File: src/sv/assert_macros.svh
// Assertion helpers shared by the RTL files
`ifndef ASSERT_MACROS_SVH
`define ASSERT_MACROS_SVH

// Same-cycle implication, checked outside reset
`define ASSERT_IMPLIES(label, clk, rst_n, ante, cons) \
    label: assert property (@(posedge clk) disable iff (!rst_n) (ante) |-> (cons)) \
        else $error("same-cycle check failed");

// Next-cycle implication, checked outside reset
`define ASSERT_NEXT(label, clk, rst_n, ante, cons) \
    label: assert property (@(posedge clk) disable iff (!rst_n) (ante) |=> (cons)) \
        else $error("next-cycle check failed");

`endif

File: src/sv/swtb_pkg.sv
package swtb_pkg;

    // Field widths
    localparam int OP_W      = 3;
    localparam int SLOT_W    = 4;
    localparam int TICK_W    = 32;
    localparam int ELAPSED_W = 16;
    localparam int DIV_W     = 16;
    localparam int PROD_W    = 40;
    localparam int CNT_W     = 6;
    localparam int CFG_IDX_W = 1;

    // Scale from ticks to tenths, and the divisor after reset
    localparam logic [PROD_W-1:0] TENTHS_SCALE  = 40'd100;
    localparam logic [DIV_W-1:0]  DIVISOR_RESET = 16'd182;

    typedef enum logic [OP_W-1:0] {
        OP_START = 3'd0,
        OP_STOP  = 3'd1,
        OP_READ  = 3'd2,
        OP_RESET = 3'd3,
        OP_ZERO  = 3'd4
    } op_t;

    typedef enum logic [CFG_IDX_W-1:0] {
        CFG_DIVISOR = 1'b0,
        CFG_ENABLE  = 1'b1
    } cfg_idx_t;

    typedef enum logic [1:0] {
        S_IDLE,
        S_LOOK,
        S_WAIT,
        S_DONE
    } state_t;

    typedef enum logic [1:0] {
        D_IDLE,
        D_MUL,
        D_RUN
    } div_state_t;

    typedef struct packed {
        logic start;
    } div_ctl_t;

    typedef struct packed {
        logic busy;
        logic done;
    } div_sts_t;

endpackage

File: src/sv/swtb_ifs.sv
// Command request channel
interface swtb_cmd_if;
    logic                         valid;
    logic                         ready;
    logic [swtb_pkg::OP_W-1:0]    op;
    logic [swtb_pkg::SLOT_W-1:0]  slot;
    logic [swtb_pkg::TICK_W-1:0]  now;

    modport source (output valid, output op, output slot, output now, input ready);
    modport sink   (input valid, input op, input slot, input now, output ready);
endinterface

// Result request channel
interface swtb_res_if;
    logic                           valid;
    logic                           ready;
    logic [swtb_pkg::ELAPSED_W-1:0] elapsed;
    logic                           took_effect;

    modport source (output valid, output elapsed, output took_effect, input ready);
    modport sink   (input valid, input elapsed, input took_effect, output ready);
endinterface

// Register write channel
interface swtb_cfg_if;
    logic                           valid;
    logic                           ready;
    logic [swtb_pkg::CFG_IDX_W-1:0] index;
    logic [swtb_pkg::DIV_W-1:0]     data;

    modport source (output valid, output index, output data, input ready);
    modport sink   (input valid, input index, input data, output ready);
endinterface

File: src/sv/swtb_div.sv
`include "assert_macros.svh"

module swtb_div (
    input  logic                          clk,
    input  logic                          rst_n,
    input  swtb_pkg::div_ctl_t            ctl,
    input  logic [swtb_pkg::TICK_W-1:0]   ticks,
    input  logic [swtb_pkg::DIV_W-1:0]    divisor,
    output swtb_pkg::div_sts_t            sts,
    output logic [swtb_pkg::ELAPSED_W-1:0] quotient
);
    import swtb_pkg::*;

    div_state_t            dstate_reg, dstate_next;
    logic [TICK_W-1:0]     ticks_reg, ticks_next;
    logic [PROD_W-1:0]     dvd_reg, dvd_next;
    logic [DIV_W-1:0]      rem_reg, rem_next;
    logic [ELAPSED_W-1:0]  quo_reg, quo_next;
    logic [CNT_W-1:0]      cnt_reg, cnt_next;
    logic                  done_reg, done_next;

    logic [DIV_W:0]        trial;
    logic [DIV_W:0]        trial_sub;
    logic                  fits;

    // One restoring step: bring in the next dividend bit, subtract if it fits
    always_comb
    begin
        trial     = {rem_reg, dvd_reg[PROD_W-1]};
        trial_sub = trial - {1'b0, divisor};
        fits      = (trial >= {1'b0, divisor});
    end

    // Next state
    always_comb
    begin
        dstate_next = dstate_reg;
        case (dstate_reg)
            D_IDLE:  if (ctl.start) dstate_next = D_MUL;
            D_MUL:   dstate_next = D_RUN;
            D_RUN:   if (cnt_reg == '0) dstate_next = D_IDLE;
            default: dstate_next = D_IDLE;
        endcase
    end

    // Datapath updates
    always_comb
    begin
        ticks_next = ticks_reg;
        dvd_next   = dvd_reg;
        rem_next   = rem_reg;
        quo_next   = quo_reg;
        cnt_next   = cnt_reg;
        done_next  = 1'b0;
        case (dstate_reg)
            D_IDLE:
            begin
                if (ctl.start)
                    ticks_next = ticks;
            end
            D_MUL:
            begin
                // Scale to tenths; the product fits in 40 bits
                dvd_next = PROD_W'({{(PROD_W-TICK_W){1'b0}}, ticks_reg} * TENTHS_SCALE);
                rem_next = '0;
                cnt_next = CNT_W'(PROD_W - 1);
            end
            D_RUN:
            begin
                dvd_next = {dvd_reg[PROD_W-2:0], 1'b0};
                rem_next = fits ? trial_sub[DIV_W-1:0] : trial[DIV_W-1:0];
                quo_next = {quo_reg[ELAPSED_W-2:0], fits};
                cnt_next = cnt_reg - CNT_W'(1);
                if (cnt_reg == '0)
                    done_next = 1'b1;
            end
            default:
            begin
                done_next = 1'b0;
            end
        endcase
    end

    // Control registers
    always_ff @(posedge clk or negedge rst_n)
    begin
        if (!rst_n)
        begin
            dstate_reg <= D_IDLE;
            cnt_reg    <= '0;
            done_reg   <= 1'b0;
        end
        else
        begin
            dstate_reg <= dstate_next;
            cnt_reg    <= cnt_next;
            done_reg   <= done_next;
        end
    end

    // Payload registers
    always_ff @(posedge clk)
    begin
        ticks_reg <= ticks_next;
        dvd_reg   <= dvd_next;
        rem_reg   <= rem_next;
        quo_reg   <= quo_next;
    end

    // Outputs
    always_comb
    begin
        sts.busy = (dstate_reg != D_IDLE);
        sts.done = done_reg;
        quotient = quo_reg;
    end

    `ASSERT_IMPLIES(a_start_when_free, clk, rst_n, ctl.start, dstate_reg == D_IDLE)
    `ASSERT_NEXT(a_done_single, clk, rst_n, done_reg, !done_reg)
    `ASSERT_IMPLIES(a_cnt_range, clk, rst_n, dstate_reg == D_RUN, cnt_reg <= CNT_W'(PROD_W - 1))

endmodule

File: src/sv/stopwatch_timer_bank_unit.sv
// Stopwatch bank: each command names a slot and carries the current 32-bit tick
// count. Start (only while enabled, on an idle slot) latches the count, zero
// relatches a running slot, stop and read return (now - start) * 100 / divisor
// truncated to 16 bits, and stop and reset idle the slot. One command is worked
// on at a time. A command is taken in the idle step and looked up in the lookup
// step; its result is loaded into the output register in the done step, and the
// block then returns to idle to take the next command. Stop and read on a running
// slot wait between lookup and done for the bit-serial divider, which retires one
// of the 40 product bits per cycle. A result that waits for res.ready holds the
// block in its last step only until the output register frees; the next command
// is taken while a finished result still waits there. Nothing needs clearing
// after reset, and register writes are taken at any time through a port that is
// always ready.
`include "assert_macros.svh"

module stopwatch_timer_bank_unit #(
    parameter int NUM_SLOTS = 16
) (
    input  logic        clk,
    input  logic        rst_n,
    swtb_cmd_if.sink    cmd,
    swtb_res_if.source  res,
    swtb_cfg_if.sink    cfg
);
    import swtb_pkg::*;

    localparam int IDX_W = (NUM_SLOTS > 1) ? $clog2(NUM_SLOTS) : 1;
    localparam int CMP_W = 7;

    state_t                state_reg, state_next;
    op_t                   op_reg;
    logic [IDX_W-1:0]      idx_reg;
    logic                  hit_reg;
    logic [TICK_W-1:0]     now_reg;
    logic [TICK_W-1:0]     rd_data_reg;
    logic [NUM_SLOTS-1:0]  running_reg, running_next;
    logic                  took_reg, took_next;
    logic                  div_used_reg, div_used_next;
    logic [DIV_W-1:0]      divisor_reg, divisor_next;
    logic                  enable_reg, enable_next;
    logic                  res_valid_reg, res_valid_next;
    logic [ELAPSED_W-1:0]  res_elapsed_reg, res_elapsed_next;
    logic                  res_took_reg, res_took_next;

    logic [TICK_W-1:0]     start_mem [NUM_SLOTS];

    logic                  cmd_acc;
    logic                  cfg_acc;
    logic                  out_free;
    logic [CMP_W-1:0]      slot_ext;
    logic [IDX_W-1:0]      idx_in;
    logic                  hit_in;
    logic                  on;
    logic                  eff;
    logic                  need_div;
    logic                  mem_we;
    div_ctl_t              div_ctl;
    div_sts_t              div_sts;
    logic [ELAPSED_W-1:0]  div_quo;
    logic [TICK_W-1:0]     tick_diff;

    // Handshakes and slot decode
    always_comb
    begin
        cmd_acc  = cmd.valid && cmd.ready;
        cfg_acc  = cfg.valid && cfg.ready;
        out_free = !res_valid_reg || res.ready;
        slot_ext = {{(CMP_W-SLOT_W){1'b0}}, cmd.slot};
        idx_in   = slot_ext[IDX_W-1:0];
        hit_in   = (slot_ext < CMP_W'(NUM_SLOTS));
    end

    // Decide what the command does to its slot
    always_comb
    begin
        on        = hit_reg && running_reg[idx_reg];
        eff       = 1'b0;
        need_div  = 1'b0;
        mem_we    = 1'b0;
        tick_diff = now_reg - rd_data_reg;
        case (op_reg)
            OP_START:
            begin
                eff    = hit_reg && enable_reg && !on;
                mem_we = eff;
            end
            OP_STOP, OP_READ:
            begin
                eff      = on;
                need_div = on;
            end
            OP_RESET:
            begin
                eff = on;
            end
            OP_ZERO:
            begin
                eff    = on;
                mem_we = on;
            end
            default:
            begin
                eff = 1'b0;
            end
        endcase
    end

    // Next state
    always_comb
    begin
        state_next = state_reg;
        case (state_reg)
            S_IDLE:  if (cmd_acc) state_next = S_LOOK;
            S_LOOK:  state_next = need_div ? S_WAIT : S_DONE;
            S_WAIT:  if (div_sts.done) state_next = S_DONE;
            S_DONE:  if (out_free) state_next = S_IDLE;
            default: state_next = S_IDLE;
        endcase
    end

    // Outputs of the sequencer
    always_comb
    begin
        cmd.ready     = (state_reg == S_IDLE);
        cfg.ready     = 1'b1;
        div_ctl.start = (state_reg == S_LOOK) && need_div;
    end

    // Slot state, register file and result staging
    always_comb
    begin
        running_next     = running_reg;
        took_next        = took_reg;
        div_used_next    = div_used_reg;
        divisor_next     = divisor_reg;
        enable_next      = enable_reg;
        res_valid_next   = res_valid_reg;
        res_elapsed_next = res_elapsed_reg;
        res_took_next    = res_took_reg;

        if (state_reg == S_LOOK)
        begin
            took_next     = eff;
            div_used_next = need_div;
            if (eff && op_reg == OP_START)
                running_next[idx_reg] = 1'b1;
            if (eff && (op_reg == OP_STOP || op_reg == OP_RESET))
                running_next[idx_reg] = 1'b0;
        end

        // Drop the delivered result, then load a finished one
        if (res_valid_reg && res.ready)
            res_valid_next = 1'b0;
        if (state_reg == S_DONE && out_free)
        begin
            res_valid_next   = 1'b1;
            res_elapsed_next = div_used_reg ? div_quo : '0;
            res_took_next    = took_reg;
        end

        if (cfg_acc)
        begin
            case (cfg_idx_t'(cfg.index))
                CFG_DIVISOR: divisor_next = cfg.data;
                CFG_ENABLE:  enable_next  = cfg.data[0];
                default:     enable_next  = enable_reg;
            endcase
        end
    end

    // Control registers
    always_ff @(posedge clk or negedge rst_n)
    begin
        if (!rst_n)
        begin
            state_reg     <= S_IDLE;
            running_reg   <= '0;
            took_reg      <= 1'b0;
            div_used_reg  <= 1'b0;
            divisor_reg   <= DIVISOR_RESET;
            enable_reg    <= 1'b0;
            res_valid_reg <= 1'b0;
        end
        else
        begin
            state_reg     <= state_next;
            running_reg   <= running_next;
            took_reg      <= took_next;
            div_used_reg  <= div_used_next;
            divisor_reg   <= divisor_next;
            enable_reg    <= enable_next;
            res_valid_reg <= res_valid_next;
        end
    end

    // Hold the command fields and the result payload
    always_ff @(posedge clk)
    begin
        if (cmd_acc)
        begin
            op_reg  <= op_t'(cmd.op);
            idx_reg <= idx_in;
            hit_reg <= hit_in;
            now_reg <= cmd.now;
        end
        res_elapsed_reg <= res_elapsed_next;
        res_took_reg    <= res_took_next;
    end

    // Start-count memory: one write port, one registered read port
    always_ff @(posedge clk)
    begin
        if (state_reg == S_LOOK && mem_we)
            start_mem[idx_reg] <= now_reg;
        if (cmd_acc)
            rd_data_reg <= start_mem[idx_in];
    end

    swtb_div u_div (
        .clk      (clk),
        .rst_n    (rst_n),
        .ctl      (div_ctl),
        .ticks    (tick_diff),
        .divisor  (divisor_reg),
        .sts      (div_sts),
        .quotient (div_quo)
    );

    always_comb
    begin
        res.valid       = res_valid_reg;
        res.elapsed     = res_elapsed_reg;
        res.took_effect = res_took_reg;
    end

    `ASSERT_NEXT(a_accept_to_look, clk, rst_n, cmd_acc, state_reg == S_LOOK)
    `ASSERT_IMPLIES(a_elapsed_needs_effect, clk, rst_n, res_valid_reg && res_elapsed_reg != '0, res_took_reg)
    `ASSERT_IMPLIES(a_wait_means_busy, clk, rst_n, state_reg == S_WAIT && !div_sts.done, div_sts.busy)

endmodule

File: src/flat_wrapper.sv
// flat-port wrapper written by rule: the top's interface ports become plain ports
module stopwatch_timer_bank_unit_flat import swtb_pkg::*;
#(
    parameter int NUM_SLOTS = 16
)
  (clk, rst_n, cmd_valid, cmd_op, cmd_slot, cmd_now, cmd_ready, res_valid, res_elapsed, res_took_effect, res_ready, cfg_valid, cfg_index, cfg_data, cfg_ready);
  swtb_cmd_if cmd_i ();
  swtb_res_if res_i ();
  swtb_cfg_if cfg_i ();
  input  logic clk;
  input  logic rst_n;
  input wire logic [$bits(cmd_i.valid)-1:0] cmd_valid;
  input wire logic [$bits(cmd_i.op)-1:0] cmd_op;
  input wire logic [$bits(cmd_i.slot)-1:0] cmd_slot;
  input wire logic [$bits(cmd_i.now)-1:0] cmd_now;
  output wire logic [$bits(cmd_i.ready)-1:0] cmd_ready;
  output wire logic [$bits(res_i.valid)-1:0] res_valid;
  output wire logic [$bits(res_i.elapsed)-1:0] res_elapsed;
  output wire logic [$bits(res_i.took_effect)-1:0] res_took_effect;
  input wire logic [$bits(res_i.ready)-1:0] res_ready;
  input wire logic [$bits(cfg_i.valid)-1:0] cfg_valid;
  input wire logic [$bits(cfg_i.index)-1:0] cfg_index;
  input wire logic [$bits(cfg_i.data)-1:0] cfg_data;
  output wire logic [$bits(cfg_i.ready)-1:0] cfg_ready;
  assign cmd_i.valid = cmd_valid;
  assign cmd_i.op = cmd_op;
  assign cmd_i.slot = cmd_slot;
  assign cmd_i.now = cmd_now;
  assign cmd_ready = cmd_i.ready;
  assign res_valid = res_i.valid;
  assign res_elapsed = res_i.elapsed;
  assign res_took_effect = res_i.took_effect;
  assign res_i.ready = res_ready;
  assign cfg_i.valid = cfg_valid;
  assign cfg_i.index = cfg_index;
  assign cfg_i.data = cfg_data;
  assign cfg_ready = cfg_i.ready;
  stopwatch_timer_bank_unit #(.NUM_SLOTS(NUM_SLOTS)) u_core (.clk(clk), .rst_n(rst_n), .cmd(cmd_i), .res(res_i), .cfg(cfg_i));
endmodule
File: config.mk
export PLATFORM = sky130hd
export DESIGN_NAME = stopwatch_timer_bank_unit_flat
export DESIGN_NICKNAME = d
export VERILOG_FILES = /design/src/sv/swtb_pkg.sv /design/src/sv/swtb_ifs.sv /design/src/sv/swtb_div.sv /design/src/sv/stopwatch_timer_bank_unit.sv /design/src/flat_wrapper.sv
export VERILOG_INCLUDE_DIRS = /design/src /design/src/sv
export SDC_FILE = /design/constraint.sdc
export NUM_CORES = 1
export LEC_CHECK = 0
export BUFFER_PORTS_ARGS = -buffer_cell sky130_fd_sc_hd__buf_2
export CAP_MARGIN = 20
export CORE_MARGIN = 2
export CORE_UTILIZATION = 40
export CTS_CLUSTER_SIZE = 30
export DETAILED_ROUTE_END_ITERATION = 10
export GPL_ROUTABILITY_DRIVEN = 0
export PLACE_DENSITY = 0.53
export REMOVE_ABC_BUFFERS = 1
export SLEW_MARGIN = 20
export SYNTH_ARGS = -nofsm -noshare
export SYNTH_HDL_FRONTEND = slang
export SYNTH_SLANG_ARGS = --single-unit
File: constraint.sdc
create_clock -name clk -period 4.25 [get_ports clk]
set_input_delay 0.425 -clock clk [delete_from_list [all_inputs] [get_ports clk]]
set_output_delay 0.425 -clock clk [all_outputs]
set_load 0.05 [all_outputs]
# Word-level counts from Yosys, hierarchy flattened
# Memories as Yosys holds them, arrays and structs flattened. A register that Yosys moved wholly into a read port is not among the register bits.
# Index checks and enable logic that the tools add are counted.
# classes
addsub,3
mul,1
n_lt_le_gt_ge,3
eq_ne,14
mux,28
bitwise_logic,4
n_reduce_logical,26
# op_table
operator,count
$pmux W40 S2,1
$mux W16,4
$mul A32 B5 Y37 const B,1
$pmux W16 S2,1
$sub A32 B32 Y32,1
$ge A17 B16 Y1,1
$and A16 B16 Y16,1
$not A16 Y16,1
$or A16 B16 Y16,1
$sub A16 B16 Y16,1
$pmux W6 S2,1
$mux W1,10
$mux W2,5
$logic_and A1 B1 Y1,9
$pmux W2 S4,1
$reduce_and A2 Y1,4
$eq A2 B2 Y1 const B,3
$eq A3 B2 Y1 const B,2
$logic_not A6 Y1,1
$ne A2 B2 Y1 const B,3
$pmux W2 S3,1
$sub A6 B1 Y6 const B,1
$lt A4 B5 Y1 const B,1
$bmux W1 S4,1
16 further kinds,23
# word_totals
regBits,207
ram_bits,512
input_bits,61
output_inout_bits,20
elab_cells,99
memories,1
# memory_table
memory,depth,width,rd,rd_ports_with_merged_regs,wr,line_no,rtl
u_core.start_mem,16,32,1,1,1,stopwatch_timer_bank_unit.sv:45,logic [TICK_W-1:0] start_mem [NUM_SLOTS];

# Depth between registers and ports, before layout
# Gate-level depths: netlist of the first run.
# logic_depth
depth_word,10
depth_mapped,15
ltp_nobuf,14

# Modules after synthesis
# Synthesis of the first run repeated with hierarchy kept, for this count alone.
# unflattened
hier_cells,2115
hier_area_um2,34251.6
# by_module_without_submodules
module,instances,cells_each,area_per_inst_um2,seq_area_each_um2
stopwatch_timer_bank_unit,1,1265,25615.8,18974.4
swtb_div,1,850,8635.8,3288.2

# Least setup slack after synthesis of the first run
# No wires, ideal clock.
# synth_path
kind,reg-to-reg
start,register u_core.idx_reg[0]
end,memory u_core.start_mem[3][0] (enable)
setup_time_ns,0.421
arrival_time_ns,3.453
t_required_ns,3.829
slack_ns,0.376
stages_incl_launch_ff,9
n_path_buf,2
synth_period_minus_slack_ns,3.874
cell_sequence,edfxtp_1 buf_6 mux4_1 mux4_2 nand2b_4 nor2_1 o21ai_1 buf_2 nor2_1
# synth_via
elab_chain_cells,8
# synth_lines
item,line_no,rtl
from (decl),stopwatch_timer_bank_unit.sv:32,logic [IDX_W-1:0] idx_reg;
from (signal assigned),stopwatch_timer_bank_unit.sv:202,idx_reg <= idx_in;
$bmux W1 S4,stopwatch_timer_bank_unit.sv:76,on = hit_reg && running_reg[idx_reg];
$mux W1 (implied by the code),stopwatch_timer_bank_unit.sv:76,
$logic_not A1 Y1,stopwatch_timer_bank_unit.sv:84,eff = hit_reg && enable_reg && !on;
$logic_and A1 B1 Y1,stopwatch_timer_bank_unit.sv:84,
$pmux W1 S2,stopwatch_timer_bank_unit.sv:81,case (op_reg)
$logic_and A1 B1 Y1,stopwatch_timer_bank_unit.sv:213,if (state_reg == S_LOOK && mem_we)
$mux W1,stopwatch_timer_bank_unit.sv:213,
$mux W1 (implied by the code),stopwatch_timer_bank_unit.sv:214,start_mem[idx_reg] <= now_reg;
to (decl),stopwatch_timer_bank_unit.sv:45,
# Several ways; a longest one is shown, not always the timed one. The select of a mux whose other input is x is not followed.

# Final worst setup path of the first run
# layout_path
start,register u_core.u_div.ticks_reg[2]
end,"register u_core.u_div.dvd_reg[36], data pin"
# layout_via
elab_chain_cells,2
# layout_lines
item,line_no,rtl
from (decl),swtb_div.sv:15,"logic [TICK_W-1:0] ticks_reg, ticks_next;"
from (signal assigned),swtb_div.sv:104,ticks_reg <= ticks_next;
$mul A32 B5 Y37,swtb_div.sv:64,"dvd_next = PROD_W'({{(PROD_W-TICK_W){1'b0}}, ticks_reg} * TENTHS_SCALE);"
$pmux W40 S2,swtb_div.sv:55,case (dstate_reg)
named net u_core.u_div.dvd_next[36],swtb_div.sv:16,"logic [PROD_W-1:0] dvd_reg, dvd_next;"
to (signal assigned),swtb_div.sv:105,dvd_reg <= dvd_next;
to (decl),swtb_div.sv:16,
# The timed path passes the listed nets, and every way through them passes these cells. The select of a mux whose other input is x is not followed.
# A chain may end at the register's enable or synchronous reset.

==> metrics.txt, run 1 <==
leading area contributor after synthesis edfxtp_1; Syn Area/Cell between 15 and 20 um^2; cell mode on critical path ha_1; Layout Nets between 2000 and 3000; clk_skew just over 50 ps; Worst path slowest cell fa_1; FF-to-FF Start u_core.u_div.ticks_reg[2]$_DFFE_PP_; status finished clean; largest net degree at the start of global routing 61; share of Yosys cell area claimed by the top area cell type between 60% and 70%; Routed Wire Length about 72000 um; RSZ-0062 raised after global routing no; Critical path destination u_core.u_div.dvd_reg[36]$_DFFE_PP_; area grow syn2layout 16.09%; final setup TNS 0 ps; grt total ovfl 0; r2r setup slk 190 ps; most common cell after layout, fill and taps aside edfxtp_1; asr flop ratio synth between 6 and 7%; fin cells roughly 3500; drt wl/cell 20.53 um; CTS tree yes; Hold Path Class primary input to flip-flop; fmax roughly 250 MHz; max_cap viols 0; CTS Buf Count 85; fillers 7294; leak pwr roughly 14 nW; clock-pin slew on the worst setup and hold paths 60 ps; first-pass GRT wire length around 110000 um; flip-flop count of the largest register after layout 512; Core Region around 84000 um^2; crit path DAT 4440 ps; Crit. Startpoint u_core.u_div.ticks_reg[2]$_DFFE_PP_; Final Cycle Share 95.43%; Final Max Slew Viols 0; Post-synth EDFFs between 700 and 800; height of the die 295.2 um; CTS Root Cell clkbuf_16; Yosys cell types 71; kind of critical path flip-flop to flip-flop; CP max FO 5; starting density of the core approximately two fifths; endpoints failing setup 0; Boundary Pins around 80; Pwr Density between 500 and 600 nW/um^2; Max rail drop VDD a little under 0.0003 V; crit-path leading delay family adder cells; Worst Reg2Reg Path Length in Cells 13; antenna fix cells 0; port bufs 79; minimum clock period between 4000 and 5000 ps; initial DRC count 1064; final hold vios 0; antenna violations before repair 0; met3 WL about 2500 um; Most used DFF post-synth edfxtp_1; htree depth 3; crit-path cells ha_1 -> ha_1 -> fa_1 -> ha_1 -> a211oi_1 -> o211ai_1 -> buf_4 -> a21oi_1 -> o31ai_2 -> o21ai_0 -> nor4_1 -> nor4_1 -> o31ai_1; vias per std cell roughly 5.2; clock sinks between 700 and 800; DRT met1 WL approximately 32000 um; critical path endpoint category flip-flop; Post-DRT Antenna Nets 0; startpoint types flip-flop; Bufs and invs on worst path 1; Clock Latency Late Sink 630 ps; via count approximately 18000; Die W between 200 and 300 um; top cells by area, synth edfxtp_1 (62%), mux4_2 (11%), ha_1 (5.8%); top layer in use met4; Worst path max stage delay approximately 460 ps; Mapped Cells ~2100; worst r2r dst u_core.u_div.dvd_reg[36]$_DFFE_PP_; proportion of layout cells with a drive suffix above 1 between 10% and 20%; Slew HR between 20 and 30%; Crit path depth 13; Synth Register Bits roughly 750; DP HPWL around 44000 um; drt first pass iters 7; Core Util, Final 46.99%; register area share after synthesis between 60% and 70%; Placed Instances 3301; Worst-Margin Slew about 1100 ps; Tot GR Track Use between 10% and 20%; DRC viols 0; vias in the first global route approximately 19000; row cnt 106; synthesized area 33930 um^2; metal2 WL roughly 36000 um; Critical Path RT ~4600 ps; most frequent cells in the layout edfxtp_1 (702), inv_1 (206), mux4_2 (161); Synth warnings 0; Clock Path Buffers 3; die area slightly below 90000 um^2
==> cells by family (layout without fill, tap and decap cells) <==
| kind of cell | count (synthesis) | after routing | synth area share, % |
|---|---|---|---|
| adders and majority gates | 185 | 185 | 7.464 |
| muxes | 188 | 188 | 11.72 |
| AOI/OAI and AO/OA | 304 | 304 | 5.649 |
| xor gates and xnor gates | 60 | 60 | 1.549 |
| buffers and inverters | 273 | 533 | 3.090 |
| and+or+nand+nor | 351 | 351 | 4.908 |
| DFF | 749 | 749 | 65.61 |
| other | 1 | 1 | 0.01105 |
==> routing by layer <==
layer  vias to the layer above  track usage (%)
met5                         -                0
met4                         0            4.234
met3                       123            2.406
met2                       351            28.78
met1                      9218            22.30
li1                       8472                -
==> power by group <==
| group | leakage [nW] | switching [W] | internal [W] |
|---|---|---|---|
| Sequential | 6.92 | 0.000433 | 0.00908 |
| Clock | 1.37 | 0.00299 | 0.00436 |
| Combinational | 5.81 | 0.00221 | 0.00134 |
==> how the worst min path moves through the flow <==
| stage | startpoint | end | slack [ps] | cells after the start |
|---|---|---|---|---|
| after floorplan | rst_n | u_core.div_used_reg$_DFFE_PN0N_ | 130 | 0 |
| after global placement | u_core.u_div.quotient[5]$_DFFE_PP_ | u_core.u_div.quotient[6]$_DFFE_PP_ | 420 | 0 |
| after detailed placement | u_core.u_div.quotient[10]$_DFFE_PP_ | u_core.u_div.quotient[11]$_DFFE_PP_ | 440 | 0 |
| after CTS | cfg_data[15] | u_core.divisor_reg[15]$_DFFE_PN0P_ | 1 | 3 |
| after global routing | cmd_now[21] | u_core.now_reg[21]$_DFFE_PP_ | 10 | 1 |
| final | cfg_data[15] | u_core.divisor_reg[15]$_DFFE_PN0P_ | 40 | 3 |
==> synth_stat cells, types with 25 or more instances <==
master      n
edfxtp_1  702
a21oi_1    82
o21ai_0    87
clkbuf_1   47
inv_1     206
dfrtp_1    42
ha_1      156
nand3_1    25
nand2_1   103
xnor2_1    40
nor2_1    102
and2_1     25
mux4_2    161
fa_1       29
==> final cells by class <==
cell class / instances / area (um^2) / share of cell area (%)
flip-flops and latches: 749 / 22260 / 56.52
multi-input cells: 1089 / 10780 / 27.38
clock buffers: 104 / 2220 / 5.635
well taps: 1134 / 1419 / 3.602
repair buffers: 168 / 1315 / 3.339
inverters: 207 / 777.0 / 1.973
clock inverters: 54 / 613.1 / 1.556
==> metrics by stage <==
step / area (um^2) / hold WS, ps / power (W) / setup slack (ps)
2_1_floorplan: 33660 / 129.4 / 0.01205 / 231.8
3_3_place_gp: 36080 / 422.7 / 0.01312 / 130.2
3_5_place_dp: 36080 / 436.0 / 0.01322 / 75.64
4_1_cts: 39370 / 0.9566 / 0.02067 / 66.92
5_1_grt: 39390 / 11.00 / 0.02139 / 23.37
6_report: 39390 / 39.13 / 0.02042 / 194.1
==> worst reg2reg max path: stages (launching register included) <==
cell	delay, ps
edfxtp_1	420
ha_1	320
ha_1	320
fa_1	460
ha_1	380
a211oi_1	290
o211ai_1	200
buf_4	190
a21oi_1	300
o31ai_2	130
o21ai_0	340
nor4_1	120
nor4_1	270
o31ai_1	110
==> timing repair <==
| item | in CTS | in global routing |
|---|---|---|
| gates resized for setup | 0 | 4 |
| hold buffers | 46 | 0 |
| hold endpoints to repair | 87 | 0 |
| setup endpoints to repair | 0 | 4 |
| setup buffers | 0 | 0 |
No activity file was read; power rests on OpenSTA's default activity.
==> run 2: changes to the inputs <==
CORE_UTILIZATION = 60   (was 40)
PLACE_DENSITY = 0.75   (was 0.53)
==> metrics.txt, run 2 (synthesis gave the netlist of run 1 again) <==
status finished clean (unchanged); Internal Power 0.01396 W (was 0.01479 W); Critical Path RT 4630 ps (about the same); clock-pin slew on the worst setup and hold paths 60 ps (about the same); max_cap viols 0 (unchanged); Final Cycle Share 96.87% (was 95.43%); switching power total 0.005456 W (was 0.005632 W); FF-to-FF Start u_core.u_div.ticks_reg[3]$_DFFE_PP_ (was u_core.u_div.ticks_reg[2]$_DFFE_PP_); Max rail drop VDD 0.0003868 V (was 0.0002961 V); area of the multi-input gates 10790 um^2 (was 10780 um^2); initial DRC count 1985 (was 1064); Crit path depth 14 (was 13); CTS Root Cell clkbuf_16 (unchanged); Comb pwr share 18.0% (was 17.4%); final hold vios 0 (unchanged); Core Util, Final 68.54% (was 46.99%); worst r2r dst u_core.u_div.dvd_reg[29]$_DFFE_PP_ (was u_core.u_div.dvd_reg[36]$_DFFE_PP_); grt total ovfl 0 (unchanged); hold path depth 3 (unchanged); clk_skew 57.59 ps (was 51.39 ps); crit-path leading delay family adder cells (unchanged); register area 22260 um^2 (unchanged); Slew HR 24.84% (was 29.51%); Bufs and invs on worst path 2 (was 1); most common cell after layout, fill and taps aside edfxtp_1 (unchanged); crit-path cells ha_1 -> ha_1 -> inv_1 -> fa_1 -> inv_1 -> ha_1 -> o21ai_0 -> o21ai_0 -> nand3_1 -> a21oi_1 -> a31oi_1 -> a31oi_1 -> xor2_1 -> mux2_2 (was ha_1 -> ha_1 -> fa_1 -> ha_1 -> a211oi_1 -> o211ai_1 -> buf_4 -> a21oi_1 -> o31ai_2 -> o21ai_0 -> nor4_1 -> nor4_1 -> o31ai_1); hold_sp cfg_data[13] (was cfg_data[15]); critical path endpoint category flip-flop (unchanged); r2r setup slk 130 ps (was 190 ps); Clock Path Buffers 3 (unchanged); Pwr Density 504.4 nW/um^2 (was 518.4 nW/um^2); endpoints failing setup 0 (unchanged); CP max FO 4 (was 5); CTS Buf Count 76 (was 85); via count 18712 (was 18164); cell mode on critical path ha_1 (unchanged); Die W 241.8 um (was 295.2 um); Post-DRT Antenna Nets 0 (unchanged); flip-flop count of the largest register after layout 512 (unchanged); Clk pwr share 32.9% (was 36.0%); switching share of power 28.09% (was 27.58%); Final Max Slew Viols 0 (unchanged); htree depth 3 (unchanged); final setup TNS 0 ps (unchanged); Worst-Margin Slew 1123 ps (was 1057 ps); Tot GR Track Use 24.85% (was 16.71%); drt wl/cell 23.16 um (was 20.53 um); antenna fix cells 0 (unchanged); DRC viols 0 (unchanged); kind of critical path flip-flop to flip-flop (unchanged); minimum clock period 4117 ps (was 4056 ps); CTS tree yes (unchanged); startpoint types flip-flop (unchanged); Routed Wire Length 71820 um (was 71960 um); Crit. Startpoint u_core.u_div.ticks_reg[3]$_DFFE_PP_ (was u_core.u_div.ticks_reg[2]$_DFFE_PP_); fmax 242.9 MHz (was 246.6 MHz); fillers 3638 (was 7294); Hold Path Class primary input to flip-flop (unchanged); row cnt 87 (was 106); Core Region 56170 um^2 (was 83820 um^2); first-pass GRT wire length 110800 um (about the same); proportion of layout cells with a drive suffix above 1 19.02% (was 19.70%); Layout Nets 2537 (was 2546); height of the die 241.8 um (was 295.2 um); starting density of the core 60.41% (was 40.48%); Worst path slowest cell fa_1 (unchanged); die area 58470 um^2 (was 87170 um^2); largest net degree at the start of global routing 130 (was 61); most frequent cells in the layout edfxtp_1 (702), inv_1 (206), mux4_2 (161) (unchanged); area grow syn2layout 13.46% (was 16.09%); Hold Path End u_core.divisor_reg[13]$_DFFE_PN0P_ (was u_core.divisor_reg[15]$_DFFE_PN0P_); drt first pass iters 7 (unchanged); port bufs 79 (unchanged); Worst Reg2Reg Path Length in Cells 14 (was 13); DP HPWL 42400 um (was 43700 um); Boundary Pins 81 (unchanged); Clock Latency Late Sink 650 ps (was 630 ps); antenna violations before repair 0 (unchanged); vias per std cell 6.034 (was 5.182); Worst path max stage delay 500 ps (was 460 ps); sequential share of power 49.1% (was 46.6%); leak pwr 13.90 nW (was 14.11 nW); vias in the first global route 19247 (was 18855); crit path DAT 4490 ps (was 4440 ps); clock sinks 749 (unchanged)
==> run 2: cell count changes in the layout (fill, tap and decap cells not counted), sizes merged <==
| cell | delta |
|---|---|
| bufinv | -7 |
| clkinvlp | -1 |
| clkbuf | -7 |
| clkinv | -11 |
==> run 2: worst max path at each step <==
stage,slack [ps],to
floorplan,230,u_core.u_div.dstate_reg[1]$_DFFE_PN0P_
global placement,140,u_core.u_div.dvd_reg[34]$_DFFE_PP_
detailed placement,60,u_core.u_div.dvd_reg[34]$_DFFE_PP_
CTS,70,u_core.u_div.dvd_reg[34]$_DFFE_PP_
global route,-1,u_core.u_div.dvd_reg[29]$_DFFE_PP_
finish,130,u_core.u_div.dvd_reg[29]$_DFFE_PP_
==> run 2: tightest hold or removal path, delay by kind of cell <==
kind | cells | cell delay [ps]
AOI/OAI and AO/OA | 1 | 60
buffers and inverters | 1 | 70
and+or+nand+nor | 1 | 30
==> run 2: cell type report <==
class / count / share of cell area [%]
inverter: 207 / 2.018
clock inverter: 35 / 1.024
multi-input combinational: 1089 / 28.02
tap: 756 / 2.457
timing repair buffer: 168 / 3.487
sequential: 749 / 57.83
clock buffer: 97 / 5.171
==> run 2: layer usage <==
metal  up-vias  GRT usage, %  wire length (um)
met5         -             0                 0
met4         0         7.916              2084
met3       158         3.973              4590
met2       798         42.32             36340
met1      9340         33.22             28810
li1       8416             -                 -
==> run 2: what timing repair did <==
action / CTS / global route
endpoints found under the setup margin: 0 / 6
setup buffers: 0 / 1
gates resized for setup: 0 / 5
hold buffers: 45 / 1
endpoints found under the hold margin: 45 / 42
==> run 2: power groups by stage <==
stage,registers (W),logic [W],clock network (W)
after global placement,0.00963,0.00334,0
after detailed placement,0.00966,0.00343,0
after CTS,0.00952,0.00350,0.00647
after global routing,0.00960,0.00387,0.00676
after floorplan,0.00969,0.00235,0
final,0.00953,0.00350,0.00639
==> run 2: per-stage QoR <==
stage	hold slack [ps]	cells	area (um^2)	setup slack, ps	total power (W)
6_report	30.86	3101	38500	132.8	0.01942
5_1_grt	17.17	3101	38500	-1.291	0.02024
4_1_cts	6.643	3099	38460	67.82	0.01949
3_5_place_dp	427.0	2922	35620	64.36	0.01310
3_3_place_gp	423.8	2922	35620	137.2	0.01297
2_1_floorplan	129.4	2045	33660	231.8	0.01205
==> run 3: changes to the inputs <==
MAX_ROUTING_LAYER = met4   (was default)
PLACE_DENSITY = 0.77   (was 0.75)
==> metrics.txt, run 3 (synthesis gave the netlist of run 1 again) <==
status finished clean (unchanged); via count 18864 (was 18712); Worst-Margin Slew 1128 ps (was 1123 ps); port bufs 79 (unchanged); Layout Nets 2525 (was 2537); DP HPWL 41860 um (was 42400 um); Final Cycle Share 97.11% (was 96.87%); Max rail drop VDD 0.0004138 V (was 0.0003868 V); starting density of the core 60.41% (unchanged); Hold Path Class primary input to flip-flop (unchanged); area grow syn2layout 12.96% (was 13.46%); drt first pass iters 6 (was 7); Die W 241.8 um (unchanged); Clock Path Buffers 3 (unchanged); Placement Cell Area 35540 um^2 (was 35620 um^2); design area 38330 um^2 (was 38500 um^2); CTS Root Cell clkbuf_16 (unchanged); hold path depth 3 (unchanged); first-pass GRT wire length 111800 um (was 110800 um); htree depth 3 (unchanged); DRC viols 0 (unchanged); Pwr Density 504.8 nW/um^2 (was 504.4 nW/um^2); Placed Instances 2916 (was 2922); grt total ovfl 0 (unchanged); Critical Path RT 4580 ps (was 4630 ps); antenna fix cells 0 (unchanged); clock sinks 749 (unchanged); minimum clock period 4127 ps (was 4117 ps); most frequent cells in the layout edfxtp_1 (702), inv_1 (206), mux4_2 (161) (unchanged); startpoint types flip-flop (unchanged); RSZ-0062 raised after global routing yes; initial DRC count 1792 (was 1985); Boundary Pins 81 (unchanged); height of the die 241.8 um (unchanged); largest net degree at the start of global routing 61 (was 130); crit path DAT 4460 ps (was 4490 ps); vias in the first global route 19280 (was 19247); clock-pin slew on the worst setup and hold paths 60 ps (about the same); clk_skew 51.14 ps (was 57.59 ps); fin cells 3091 (was 3101); Routed Wire Length 72580 um (was 71820 um); most common cell after layout, fill and taps aside edfxtp_1 (unchanged); die area 58470 um^2 (unchanged); antenna violations before repair 0 (unchanged); drt wl/cell 23.48 um (was 23.16 um); Post-DRT Antenna Nets 0 (unchanged); row cnt 87 (unchanged); CP max FO 6 (was 4); vias per std cell 6.103 (was 6.034); fillers 3696 (was 3638); max_cap viols 0 (unchanged); CTS Buf Count 76 (unchanged); endpoints failing setup 0 (unchanged); WHS 26.94 ps (was 30.86 ps); critical path endpoint category flip-flop (unchanged); leak pwr 13.81 nW (was 13.90 nW); kind of critical path flip-flop to flip-flop (unchanged); Worst Reg2Reg Path Length in Cells 14 (unchanged); fmax 242.3 MHz (was 242.9 MHz); final hold vios 0 (unchanged); Tot GR Track Use 25.82% (was 24.85%); Clock Latency Late Sink 630 ps (was 650 ps); proportion of layout cells with a drive suffix above 1 18.89% (was 19.02%); CTS tree yes (unchanged); Slew HR 24.54% (was 24.84%); Core Region 56170 um^2 (unchanged); Tot Pwr 0.01935 W (was 0.01942 W); Final Max Slew Viols 0 (unchanged); flip-flop count of the largest register after layout 512 (unchanged)
[run 3: cell count changes in the layout (fill, tap and decap cells not counted), sizes merged]
cell / delta
dlygate4sd3: -7
clkinv: +2
buf: -5
clkinvlp: +4
inv: -1
clkbuf: -3
[run 3: critical path: stages, from the launching register on]
cell and delay, ps:
edfxtp_1 410, ha_1 320, ha_1 280, inv_1 50, fa_1 490, inv_1 40
ha_1 370, a21oi_1 310, o41ai_2 140, a31oi_1 420, a21oi_2 170, a31oi_1 280
a31oi_1 140, xor2_1 160, mux2_2 260
[run 3: metrics by stage]
stage | util (%) | setup WS (ps) | TNS, ps
finish | 68.24 | 122.7 | 0
global route | 68.24 | -98.13 | -155.0
CTS | 68.13 | 18.99 | 0
detailed placement | 63.27 | 68.36 | 0
global placement | 63.27 | 179.3 | 0
floorplan | - | 231.8 | 0
[run 3: routing by layer]
| layer | vias to the layer above | wire, um | share of wire (%) | global-route usage [%] |
|---|---|---|---|---|
| met2 | 778 | 36570 | 50 | 42.24 |
| met1 | 9517 | 29040 | 40 | 33.12 |
| li1 | 8391 | - | - | - |
| met4 | 0 | 2394 | 3.3 | 8.914 |
| met3 | 178 | 4577 | 6.3 | 4.406 |
| met5 | - | 0 | 0 | - |
[run 3: power breakdown]
part           switching [W]  internal (W)  leakage (nW)
Sequential          0.000455       0.00908          6.92
Combinational        0.00219       0.00132          5.77
Clock                0.00276       0.00354          1.12
[run 3: repair_timing]
| item | CTS | global route |
|---|---|---|
| hold buffers | 38 | 1 |
| endpoints found under the setup margin | 0 | 7 |
| resized for setup | 0 | 7 |
| setup buffers | 0 | 2 |
| hold endpoints to repair | 38 | 42 |
[run 3: final timing paths]
kind / from / endpoint / slack (ps)
max: u_core.u_div.ticks_reg[12]$_DFFE_PP_ / u_core.u_div.dvd_reg[29]$_DFFE_PP_ / 120
min reg2reg: u_core.u_div.quotient[8]$_DFFE_PP_ / u_core.u_div.quotient[9]$_DFFE_PP_ / 440
max in group asynchronous: rst_n / u_core.divisor_reg[15]$_DFFE_PN0P_ / 3440
min in group asynchronous: rst_n / u_core.divisor_reg[6]$_DFFE_PN0P_ / 380
max reg2reg: u_core.u_div.ticks_reg[12]$_DFFE_PP_ / u_core.u_div.dvd_reg[29]$_DFFE_PP_ / 120
min: cfg_data[12] / u_core.divisor_reg[12]$_DFFE_PN0P_ / 30
[run 3: cell type report]
| type | instances | area (um^2) | share of cell area (%) |
|---|---|---|---|
| Inverter | 207 | 777.0 | 2.027 |
| Multi-Input combinational cell | 1089 | 10800 | 28.17 |
| Clock inverter | 40 | 357.8 | 0.9336 |
| Timing Repair Buffer | 156 | 1197 | 3.124 |
| Clock buffer | 94 | 1991 | 5.194 |
| Tap cell | 756 | 945.9 | 2.468 |
| Sequential cell | 749 | 22260 | 58.08 |
